<file path="src/hdl/gbst_pkg.sv">
// ----------------------------------------------------------------------------
// gbst_pkg : shared types and constants of the go-back sequence tracker
// Request and result layouts, queue sizing, mode and kind codes.
// ----------------------------------------------------------------------------
package gbst_pkg;

	localparam int QUEUE_DEPTH = 32;
	localparam int MAX_RESULTS = 32;
	localparam int QW = $clog2(QUEUE_DEPTH);
	localparam int CW = $clog2(QUEUE_DEPTH + 1);

	localparam logic [15:0] SEQ_NO_QUEUE = 16'hFFFF;

	// request modes
	localparam logic [2:0] MODE_SEND  = 3'd0;
	localparam logic [2:0] MODE_DATA  = 3'd1;
	localparam logic [2:0] MODE_ACK   = 3'd2;
	localparam logic [2:0] MODE_ERR   = 3'd3;
	localparam logic [2:0] MODE_RESET = 3'd4;

	// result kinds
	localparam logic [2:0] KIND_ASSIGNED = 3'd0;
	localparam logic [2:0] KIND_ACK      = 3'd1;
	localparam logic [2:0] KIND_RESEND   = 3'd2;
	localparam logic [2:0] KIND_RETX     = 3'd3;
	localparam logic [2:0] KIND_IGNORED  = 3'd4;
	localparam logic [2:0] KIND_DONE     = 3'd5;

	typedef struct packed {
		logic [2:0]  mode;
		logic [15:0] seq;
		logic [15:0] handle;
	} req_t;

	typedef struct packed {
		logic [2:0]  kind;
		logic [15:0] seq_out;
		logic [15:0] handle_out;
		logic        in_order;
		logic        queue_full;
		logic [5:0]  removed_count;
		logic        last;
	} rsp_t;

	typedef struct packed {
		logic [15:0] seq;
		logic [15:0] handle;
	} entry_t;

	typedef enum logic [1:0] {
		ST_IDLE = 2'b01,
		ST_WALK = 2'b10
	} state_t;

endpackage

</file>
<file path="src/hdl/go_back_sequence_tracker.sv">
// ----------------------------------------------------------------------------
// go_back_sequence_tracker : go-back-N sequence and retransmit tracker
// Assigns send numbers, checks received order, and walks the retransmit queue.
// ----------------------------------------------------------------------------
// Usage:
//  - A request (req: mode, seq, handle) is taken on a rising edge with start
//    high and busy low.
//  - Every result appears on rsp for exactly one cycle with rsp_valid high;
//    the receiver cannot stall, so no result is ever held back.
//  - Send, received data, reset and unused modes complete in the accept cycle:
//    their single result shows in the next cycle and busy stays low, so one of
//    these requests can be taken every cycle.
//  - Ack and error walk the queue in RAM from the head, one entry per cycle
//    through the registered read port. Busy stays high for the whole walk; an
//    error walk delivers one retransmit per cycle for each entry that it
//    re-emits, the last flagged with last.
//    The final result of a walk shows in the cycle busy falls.
//  - Reset (arst_n low) clears counters, pointers and the walk state at once;
//    the queue RAM needs no clearing, as only entries inside the fill count
//    are ever used.
// ----------------------------------------------------------------------------
module go_back_sequence_tracker (
	input  logic           clk,
	input  logic           arst_n,
	input  logic           start,
	output logic           busy,
	input  gbst_pkg::req_t req,
	output logic           rsp_valid,
	output gbst_pkg::rsp_t rsp
);

	gbst_pkg::state_t state_q;
	gbst_pkg::req_t   req_q;
	gbst_pkg::rsp_t   rsp_q;
	gbst_pkg::rsp_t   rsp_d;
	gbst_pkg::entry_t pend_q;
	gbst_pkg::entry_t rd_entry;
	gbst_pkg::entry_t wr_entry;

	logic                     rsp_valid_q;
	logic                     rsp_fire;
	logic                     pend_valid_q;
	logic [15:0]              next_send_q;
	logic [15:0]              next_exp_q;
	logic [gbst_pkg::QW-1:0]  head_q;
	logic [gbst_pkg::CW-1:0]  count_q;
	logic [gbst_pkg::QW-1:0]  ptr_q;
	logic [gbst_pkg::QW-1:0]  ptr_inc;
	logic [gbst_pkg::CW-1:0]  idx_q;
	logic [gbst_pkg::CW:0]    wr_sum;
	logic [gbst_pkg::QW-1:0]  wr_idx;
	logic [gbst_pkg::QW-1:0]  raddr;
	logic                     accept;
	logic                     walking;
	logic                     queue_free;
	logic                     send_queued;
	logic                     qual;

	assign accept  = start && (state_q == gbst_pkg::ST_IDLE);
	assign walking = (state_q == gbst_pkg::ST_WALK);
	assign busy    = walking;

	// tail slot: head plus fill count, folded back into the ring
	assign wr_sum = (gbst_pkg::CW+1)'(head_q) + (gbst_pkg::CW+1)'(count_q);
	assign wr_idx = (wr_sum >= (gbst_pkg::CW+1)'(gbst_pkg::QUEUE_DEPTH))
		? gbst_pkg::QW'(wr_sum - (gbst_pkg::CW+1)'(gbst_pkg::QUEUE_DEPTH))
		: gbst_pkg::QW'(wr_sum);

	assign queue_free  = count_q < gbst_pkg::CW'(gbst_pkg::QUEUE_DEPTH);
	// the top number is handed out but never queued
	assign send_queued = accept && (req.mode == gbst_pkg::MODE_SEND) &&
		(next_send_q != gbst_pkg::SEQ_NO_QUEUE) && queue_free;

	assign ptr_inc = (ptr_q == gbst_pkg::QW'(gbst_pkg::QUEUE_DEPTH - 1))
		? '0 : ptr_q + gbst_pkg::QW'(1);

	// The entry read last cycle sits at ptr_q. It takes part while it lies
	// inside the queue and at or below the limit; an error walk is also capped.
	assign qual = (idx_q < count_q) && (rd_entry.seq <= req_q.seq) &&
		((req_q.mode == gbst_pkg::MODE_ACK) ||
		 (int'(idx_q) < gbst_pkg::MAX_RESULTS));

	// read the head on accept, then stream the next entry while the walk goes on
	assign raddr = walking ? (qual ? ptr_inc : ptr_q) : head_q;

	assign wr_entry.seq    = next_send_q;
	assign wr_entry.handle = req.handle;

	gbst_ram #(
		.WIDTH($bits(gbst_pkg::entry_t)),
		.DEPTH(gbst_pkg::QUEUE_DEPTH)
	) u_queue_ram (
		.clk   (clk),
		.we    (send_queued),
		.waddr (wr_idx),
		.wdata (wr_entry),
		.raddr (raddr),
		.rdata (rd_entry)
	);

	// Result of this cycle. A retransmit is held in the pending
	// register so that the walk knows whether it is the last one.
	always_comb begin
		rsp_d    = '0;
		rsp_fire = 1'b0;
		if (accept) begin
			rsp_fire      = 1'b1;
			rsp_d.last    = 1'b1;
			rsp_d.seq_out = req.seq;
			unique case (req.mode)
				gbst_pkg::MODE_SEND: begin
					rsp_d.kind       = gbst_pkg::KIND_ASSIGNED;
					rsp_d.seq_out    = next_send_q;
					rsp_d.handle_out = req.handle;
					rsp_d.queue_full = (next_send_q != gbst_pkg::SEQ_NO_QUEUE) &&
						!queue_free;
				end
				gbst_pkg::MODE_DATA: begin
					priority if (req.seq == next_exp_q) begin
						rsp_d.kind     = gbst_pkg::KIND_ACK;
						rsp_d.in_order = 1'b1;
					end else if (req.seq > next_exp_q) begin
						rsp_d.kind    = gbst_pkg::KIND_RESEND;
						rsp_d.seq_out = next_exp_q - 16'd1;
					end else begin
						rsp_d.kind = gbst_pkg::KIND_IGNORED;
					end
				end
				gbst_pkg::MODE_ACK, gbst_pkg::MODE_ERR: begin
					rsp_fire = 1'b0;
				end
				gbst_pkg::MODE_RESET: begin
					rsp_d.kind = gbst_pkg::KIND_DONE;
				end
				default: begin
					rsp_d.kind = gbst_pkg::KIND_IGNORED;
				end
			endcase
		end else if (walking) begin
			rsp_d.seq_out = req_q.seq;
			if (req_q.mode == gbst_pkg::MODE_ACK) begin
				if (!qual) begin
					rsp_fire            = 1'b1;
					rsp_d.kind          = gbst_pkg::KIND_DONE;
					rsp_d.removed_count = 6'(idx_q);
					rsp_d.last          = 1'b1;
				end
			end else begin
				if (pend_valid_q) begin
					// release the held retransmit; last when the walk stops here
					rsp_fire         = 1'b1;
					rsp_d.kind       = gbst_pkg::KIND_RETX;
					rsp_d.seq_out    = pend_q.seq;
					rsp_d.handle_out = pend_q.handle;
					rsp_d.last       = !qual;
				end else if (!qual) begin
					rsp_fire   = 1'b1;
					rsp_d.kind = gbst_pkg::KIND_DONE;
					rsp_d.last = 1'b1;
				end
			end
		end
	end

	always_ff @(posedge clk or negedge arst_n) begin
		if (!arst_n) begin
			state_q      <= gbst_pkg::ST_IDLE;
			next_send_q  <= '0;
			next_exp_q   <= '0;
			head_q       <= '0;
			count_q      <= '0;
			ptr_q        <= '0;
			idx_q        <= '0;
			pend_valid_q <= 1'b0;
			rsp_valid_q  <= 1'b0;
		end else begin
			rsp_valid_q <= rsp_fire;
			if (accept) begin
				unique case (req.mode)
					gbst_pkg::MODE_SEND: begin
						next_send_q <= next_send_q + 16'd1;
						if (send_queued) begin
							count_q <= count_q + gbst_pkg::CW'(1);
						end
					end
					gbst_pkg::MODE_DATA: begin
						if (req.seq == next_exp_q) begin
							next_exp_q <= next_exp_q + 16'd1;
						end
					end
					gbst_pkg::MODE_ACK: begin
						// an ack beyond what was sent moves the send number past it
						if (req.seq > next_send_q) begin
							next_send_q <= req.seq + 16'd1;
						end
						state_q <= gbst_pkg::ST_WALK;
						ptr_q   <= head_q;
						idx_q   <= '0;
					end
					gbst_pkg::MODE_ERR: begin
						state_q      <= gbst_pkg::ST_WALK;
						ptr_q        <= head_q;
						idx_q        <= '0;
						pend_valid_q <= 1'b0;
					end
					gbst_pkg::MODE_RESET: begin
						next_send_q <= '0;
						next_exp_q  <= '0;
						head_q      <= '0;
						count_q     <= '0;
					end
					default: begin
					end
				endcase
			end else if (walking) begin
				if (qual) begin
					ptr_q <= ptr_inc;
					idx_q <= idx_q + gbst_pkg::CW'(1);
					if (req_q.mode == gbst_pkg::MODE_ERR) begin
						pend_valid_q <= 1'b1;
					end
				end else begin
					state_q      <= gbst_pkg::ST_IDLE;
					pend_valid_q <= 1'b0;
					// an ack pops everything walked over; an error leaves the queue
					if (req_q.mode == gbst_pkg::MODE_ACK) begin
						head_q  <= ptr_q;
						count_q <= count_q - idx_q;
					end
				end
			end
		end
	end

	always_ff @(posedge clk) begin
		rsp_q <= rsp_d;
		if (accept) begin
			req_q <= req;
		end
		if (walking && qual) begin
			pend_q <= rd_entry;
		end
	end

	assign rsp_valid = rsp_valid_q;
	assign rsp       = rsp_q;

	// the fill count never passes the ring size
	a_count_bound: assert property (@(posedge clk) disable iff (!arst_n)
		count_q <= gbst_pkg::CW'(gbst_pkg::QUEUE_DEPTH))
		else $error("queue fill count beyond depth");

	// a walk always ends with a final result in the cycle busy falls
	a_walk_ends: assert property (@(posedge clk) disable iff (!arst_n)
		$fell(busy) |-> (rsp_valid && rsp.last))
		else $error("walk ended without a final result");

	// single-result requests answer in the cycle after the request
	a_single_rsp: assert property (@(posedge clk) disable iff (!arst_n)
		(start && !busy && (req.mode != gbst_pkg::MODE_ACK) &&
		 (req.mode != gbst_pkg::MODE_ERR)) |=> (rsp_valid && rsp.last))
		else $error("missing single result");

	// a walk only ever runs for an ack or an error request
	a_walk_mode: assert property (@(posedge clk) disable iff (!arst_n)
		busy |-> ((req_q.mode == gbst_pkg::MODE_ACK) ||
		          (req_q.mode == gbst_pkg::MODE_ERR)))
		else $error("walk running for a request that needs none");

endmodule

</file>
<file path="src/hdl/gbst_ram.sv">
// ----------------------------------------------------------------------------
// gbst_ram : generic simple dual-port RAM
// One write port, one read port with registered read data.
// ----------------------------------------------------------------------------
module gbst_ram #(
	parameter int WIDTH = 32,
	parameter int DEPTH = 32
) (
	input  logic                     clk,
	input  logic                     we,
	input  logic [$clog2(DEPTH)-1:0] waddr,
	input  logic [WIDTH-1:0]         wdata,
	input  logic [$clog2(DEPTH)-1:0] raddr,
	output logic [WIDTH-1:0]         rdata
);

	logic [WIDTH-1:0] mem [DEPTH];

	always_ff @(posedge clk) begin
		if (we) begin
			mem[waddr] <= wdata;
		end
		rdata <= mem[raddr];
	end

endmodule
</file>
<file path="config.mk">
export PLATFORM = sky130hd
export DESIGN_NAME = go_back_sequence_tracker
export DESIGN_NICKNAME = d
export VERILOG_FILES = /design/src/hdl/gbst_pkg.sv /design/src/hdl/go_back_sequence_tracker.sv /design/src/hdl/gbst_ram.sv
export SDC_FILE = /design/constraint.sdc
export NUM_CORES = 2
export LEC_CHECK = 0
export BUFFER_PORTS_ARGS = -buffer_cell sky130_fd_sc_hd__buf_2
export CAP_MARGIN = 20
export CORE_UTILIZATION = 35
export CTS_CLUSTER_DIAMETER = 150
export CTS_CLUSTER_SIZE = 8
export DETAILED_ROUTE_END_ITERATION = 8
export GPL_TIMING_DRIVEN = 0
export PLACE_DENSITY = 0.46
export SYNTH_ARGS = -nofsm -noshare
export SYNTH_HDL_FRONTEND = slang
export SYNTH_HIERARCHICAL = 1
export SYNTH_SLANG_ARGS = --single-unit
</file>
<file path="constraint.sdc">
create_clock -name clk -period 4.6 [get_ports clk]
set_input_delay 1.38 -clock clk [delete_from_list [all_inputs] [get_ports clk]]
set_output_delay 1.38 -clock clk [all_outputs]
set_load 0.01 [all_outputs]
</file>
==> flow_metrics.env <==
export IMPL_max_slew_margin_pct=25.9
export IMPL_synth_ff_latch_count=1209
export IMPL_overflow=0
export IMPL_critPathLaunch="count_q[0]"
export IMPL_detail_route_first_pass_iterations=5
export IMPL_final_min_clock_period_ns=4.48
export IMPL_share_of_synthesized_registers_carrying_an_async_set_or_reset_pct=4.80
export IMPL_setup_total_negative_slack_ns=0
export IMPL_timing_critical_path_required_ns=5.19
export IMPL_worst_r2r_src="count_q[0]"
export IMPL_gr_util_all_layers_pct=20.6
export IMPL_violation_count_after_the_first_detailed_route_iteration=2336
export IMPL_ys_warnings_count=6
export IMPL_nFillCells=12496
export IMPL_run_status="finished, final reports clean"
export IMPL_tritoncts="built"
export IMPL_die_height_um=377
export IMPL_period_utilization_post_route_pct=97.4
export IMPL_yosys_cell_types_count=80
export IMPL_route_detailed_vias_per_inst=5.34
export IMPL_clock_root_buffer="sky130_fd_sc_hd__clkbuf_16"
export IMPL_worst_reg_to_reg_cells=18
export IMPL_total_power_mw=40.0
export IMPL_grt_pass1_wl_um=211000
export IMPL_max_slew_worst_pin_slew_ns=1.11
export IMPL_final_max_slew_viol_count=0
export IMPL_worst_endpoint_arrival_ns=5.07
export IMPL_dr_total_vias=29309
export IMPL_route_final_wire_length_um=148000
export IMPL_clock_sinks=1209
export IMPL_postLayoutSetupSlackWorst_ns=0.119
export IMPL_cts_hold_buffers=0
export IMPL_placed_cells=5211
export IMPL_area_occupied_by_multi_input_gates_mm2=0.0137
export IMPL_detail_route_wl_per_cell_um=26.9
export IMPL_place_area_mm2=0.0533
export IMPL_core_region_area_mm2=0.140
export IMPL_clkSlewWorstSetupHoldPaths_ns=0.05
export IMPL_critical_path_startpoint_type="flop"
export IMPL_reg2reg_slack_ns=0.12
export IMPL_most_common_layout_cells="1,075 x sky130_fd_sc_hd__edfxtp_1, 522 x sky130_fd_sc_hd__mux2i_1, 170 x sky130_fd_sc_hd__clkbuf_16"
export IMPL_grt_antenna_before_repair=2
export IMPL_synth_fp_nets=3312
export IMPL_drt_drc_violations_left=0
export IMPL_drive_above_1_share_pct=16.1
export IMPL_dominantRegCellSynth="sky130_fd_sc_hd__edfxtp_1"
export IMPL_start_util_pct=35.3
export IMPL_dieArea_mm2=0.142
export IMPL_syn_avg_cell_area_um2=15.4
export IMPL_final_nets=3618
export IMPL_fin_skew_ns=0.0454
export IMPL_finalSetupViolCount=0
export IMPL_crit_end="u_queue_ram/rdata[30]"
export IMPL_max_freq_ghz=0.223
export IMPL_insertion_delay_ns=0.78
export IMPL_rr_endpoint="u_queue_ram/rdata[30]"
export IMPL_tritoncts_num_buffers=169
export IMPL_most_common_cell_after_layout_fill_and_taps_aside="sky130_fd_sc_hd__edfxtp_1"
export IMPL_cts_buffer_depth=3
export IMPL_final_hold_violation_count=0
export IMPL_top_level_ports=84
export IMPL_cp_end_kind="flop"
export IMPL_ctsHtreeMaxLevel=4
export IMPL_stdcell_count=5488
export IMPL_portBuffers=83
export IMPL_hold_class="reg2reg"
export IMPL_seqCellArea_mm2=0.0353
export IMPL_floorplan_rows=137
export IMPL_worstPathMaxFanout=10
export IMPL_cap_violations=0
export IMPL_rsz_0062_raised_after_global_routing="yes"
export IMPL_dp_hpwl_um=99800
export IMPL_vdd_ir_drop_max_uv=462
export IMPL_die_w_um=377
export IMPL_syn2layout_area_growth_pct=19.9
export IMPL_power_density_mw_per_mm2=677
export IMPL_synth_edf_count=1075
export IMPL_synth_yosys_seq_area_share_pct=71.5
export IMPL_drt_antenna_violating_nets=0
export IMPL_place_worst_setup_slack_ns=-1.53
export IMPL_timing_worst_setup_path_type="reg2reg"
export IMPL_first_global_vias=29914
export IMPL_syn_area_mm2=0.0493
export IMPL_p_leak_nw=20.1
export IMPL_grt_start_max_net_pins=59
export IMPL_place_gp_congestion=0.870
export IMPL_layout_cell_area_non_filler_mm2=0.0591
export IMPL_syn_inst=3207
## registers in the layout (all words and copies together) (netlist names)
signal and count:
count_q 6, head_q 5, idx_q 6, next_exp_q 16, next_send_q 16, pend_q 32
pend_valid_q 1, ptr_q 5, req_q 19, rsp 44, rsp_valid 1, state_q 2
u_queue_ram/mem 1024, u_queue_ram/rdata 32
## cell families after synthesis
| family | after synthesis | synth area share [%] |
|---|---|---|
| and+or+nand+nor | 580 | 5.58 |
| buffers and inverters | 241 | 2.44 |
| DFF | 1209 | 71.5 |
| adders and majority gates | 67 | 1.73 |
| muxes | 523 | 10.6 |
| AOI/OAI and AO/OA | 548 | 7.47 |
| xor gates and xnor gates | 39 | 0.693 |
## metal layers
| metal | up-vias | GRT usage [%] | part of all wire (%) |
|---|---|---|---|
| met4 | 0 | 6.07 | 2.7 |
| met5 | - | 0 | 0 |
| met1 | 15088 | 27.2 | 44 |
| li1 | 13090 | - | - |
| met2 | 902 | 34.5 | 48 |
| met3 | 229 | 3.78 | 5.3 |
## synth_stat cells (3+ instances only)
cell / n / area share, %
sky130_fd_sc_hd__nand4_1: 17 / 0.22
sky130_fd_sc_hd__a211oi_1: 10 / 0.15
sky130_fd_sc_hd__o21ai_1: 6 / 0.061
sky130_fd_sc_hd__edfxtp_1: 1075 / 65
sky130_fd_sc_hd__or3_1: 6 / 0.076
sky130_fd_sc_hd__buf_6: 16 / 0.37
sky130_fd_sc_hd__a22oi_1: 100 / 1.5
sky130_fd_sc_hd__buf_2: 34 / 0.34
sky130_fd_sc_hd__ha_1: 65 / 1.6
sky130_fd_sc_hd__nand3_1: 144 / 1.5
sky130_fd_sc_hd__a21o_1: 10 / 0.15
sky130_fd_sc_hd__and4_1: 3 / 0.053
sky130_fd_sc_hd__and3_1: 12 / 0.15
sky130_fd_sc_hd__a21oi_1: 164 / 1.7
sky130_fd_sc_hd__o22ai_1: 8 / 0.10
sky130_fd_sc_hd__a221oi_1: 14 / 0.25
sky130_fd_sc_hd__clkbuf_1: 73 / 0.56
sky130_fd_sc_hd__dfrtp_1: 57 / 2.9
sky130_fd_sc_hd__nand2_1: 169 / 1.3
sky130_fd_sc_hd__nand2b_1: 7 / 0.089
sky130_fd_sc_hd__xnor2_1: 33 / 0.59
sky130_fd_sc_hd__nand3b_1: 8 / 0.12
sky130_fd_sc_hd__a31oi_1: 41 / 0.52
sky130_fd_sc_hd__buf_1: 8 / 0.061
sky130_fd_sc_hd__or4_1: 9 / 0.14
sky130_fd_sc_hd__a31o_2: 3 / 0.053
sky130_fd_sc_hd__mux2i_1: 522 / 11
sky130_fd_sc_hd__nor2_1: 109 / 0.83
sky130_fd_sc_hd__o211ai_1: 16 / 0.24
sky130_fd_sc_hd__or2_2: 6 / 0.076
sky130_fd_sc_hd__nor3_1: 60 / 0.61
sky130_fd_sc_hd__nor2b_1: 8 / 0.10
sky130_fd_sc_hd__xor2_1: 6 / 0.11
sky130_fd_sc_hd__or3b_2: 3 / 0.053
sky130_fd_sc_hd__nor4_1: 5 / 0.063
sky130_fd_sc_hd__a22o_1: 81 / 1.4
sky130_fd_sc_hd__or2_1: 3 / 0.038
sky130_fd_sc_hd__o21ai_0: 55 / 0.56
sky130_fd_sc_hd__buf_4: 34 / 0.52
sky130_fd_sc_hd__inv_1: 71 / 0.54
sky130_fd_sc_hd__dfxtp_1: 76 / 3.1
sky130_fd_sc_hd__nor3b_1: 3 / 0.046
sky130_fd_sc_hd__o31ai_1: 8 / 0.12
## worst max-delay path, cell delays in order, from the launching register on
cell                        delay (ns)
sky130_fd_sc_hd__dfrtp_2          0.41
sky130_fd_sc_hd__inv_1            0.07
sky130_fd_sc_hd__ha_1             0.23
sky130_fd_sc_hd__fa_1             0.40
sky130_fd_sc_hd__nand2b_2         0.24
sky130_fd_sc_hd__a21oi_2          0.22
sky130_fd_sc_hd__o311a_1          0.26
sky130_fd_sc_hd__inv_1            0.10
sky130_fd_sc_hd__a2111oi_2        0.42
sky130_fd_sc_hd__a211oi_2         0.09
sky130_fd_sc_hd__nor2_1           0.14
sky130_fd_sc_hd__buf_4            0.24
sky130_fd_sc_hd__buf_8            0.21
sky130_fd_sc_hd__buf_6            0.21
sky130_fd_sc_hd__buf_6            0.22
sky130_fd_sc_hd__mux2i_1          0.20
sky130_fd_sc_hd__a22oi_1          0.14
sky130_fd_sc_hd__a31oi_2          0.33
sky130_fd_sc_hd__nand3_1          0.17
## report_power, final
group | total [mW] | switching [mW] | internal (mW)
Sequential | 13.9 | 0.785 | 13.2
Combinational | 14.6 | 9.32 | 5.31
Clock | 11.5 | 4.66 | 6.80
## cell type report
| type | instances | share of cell area, % |
|---|---|---|
| multi-input combinational | 1757 | 23.2 |
| inverter | 74 | 0.470 |
| clock buffer | 255 | 7.74 |
| clock inverter | 14 | 0.457 |
| buffer | 166 | 1.96 |
| timing repair buffer | 136 | 2.57 |
| antenna | 1 | 0.00423 |
| tap | 1876 | 3.97 |
| sequential | 1209 | 59.7 |
## metrics by stage
stage          utilization [%]  hold slack [ns]
2_1_floorplan                -            0.386
3_3_place_gp              37.3            0.393
3_5_place_dp              38.2            0.389
4_1_cts                   42.1            0.401
5_1_grt                   42.3            0.408
6_report                  42.3            0.402
## how the worst min path moves through the flow
stage,from,to,cells past startpoint
global placement,u_queue_ram/rdata[15],pend_q[15],0
detailed placement,u_queue_ram/rdata[13],pend_q[13],0
finish,u_queue_ram/rdata[11],pend_q[11],0
global route,u_queue_ram/rdata[4],pend_q[4],0
CTS,u_queue_ram/rdata[11],pend_q[11],0
floorplan,u_queue_ram/rdata[0],pend_q[0],0
## timing repair
item	4_1_cts	5_1_grt
pin swaps	3	13
endpoints found under the setup margin	32	34
cloned	0	1
resized for setup	154	75
buffers inserted	1	3
No activity file was read; power rests on OpenSTA's default activity.
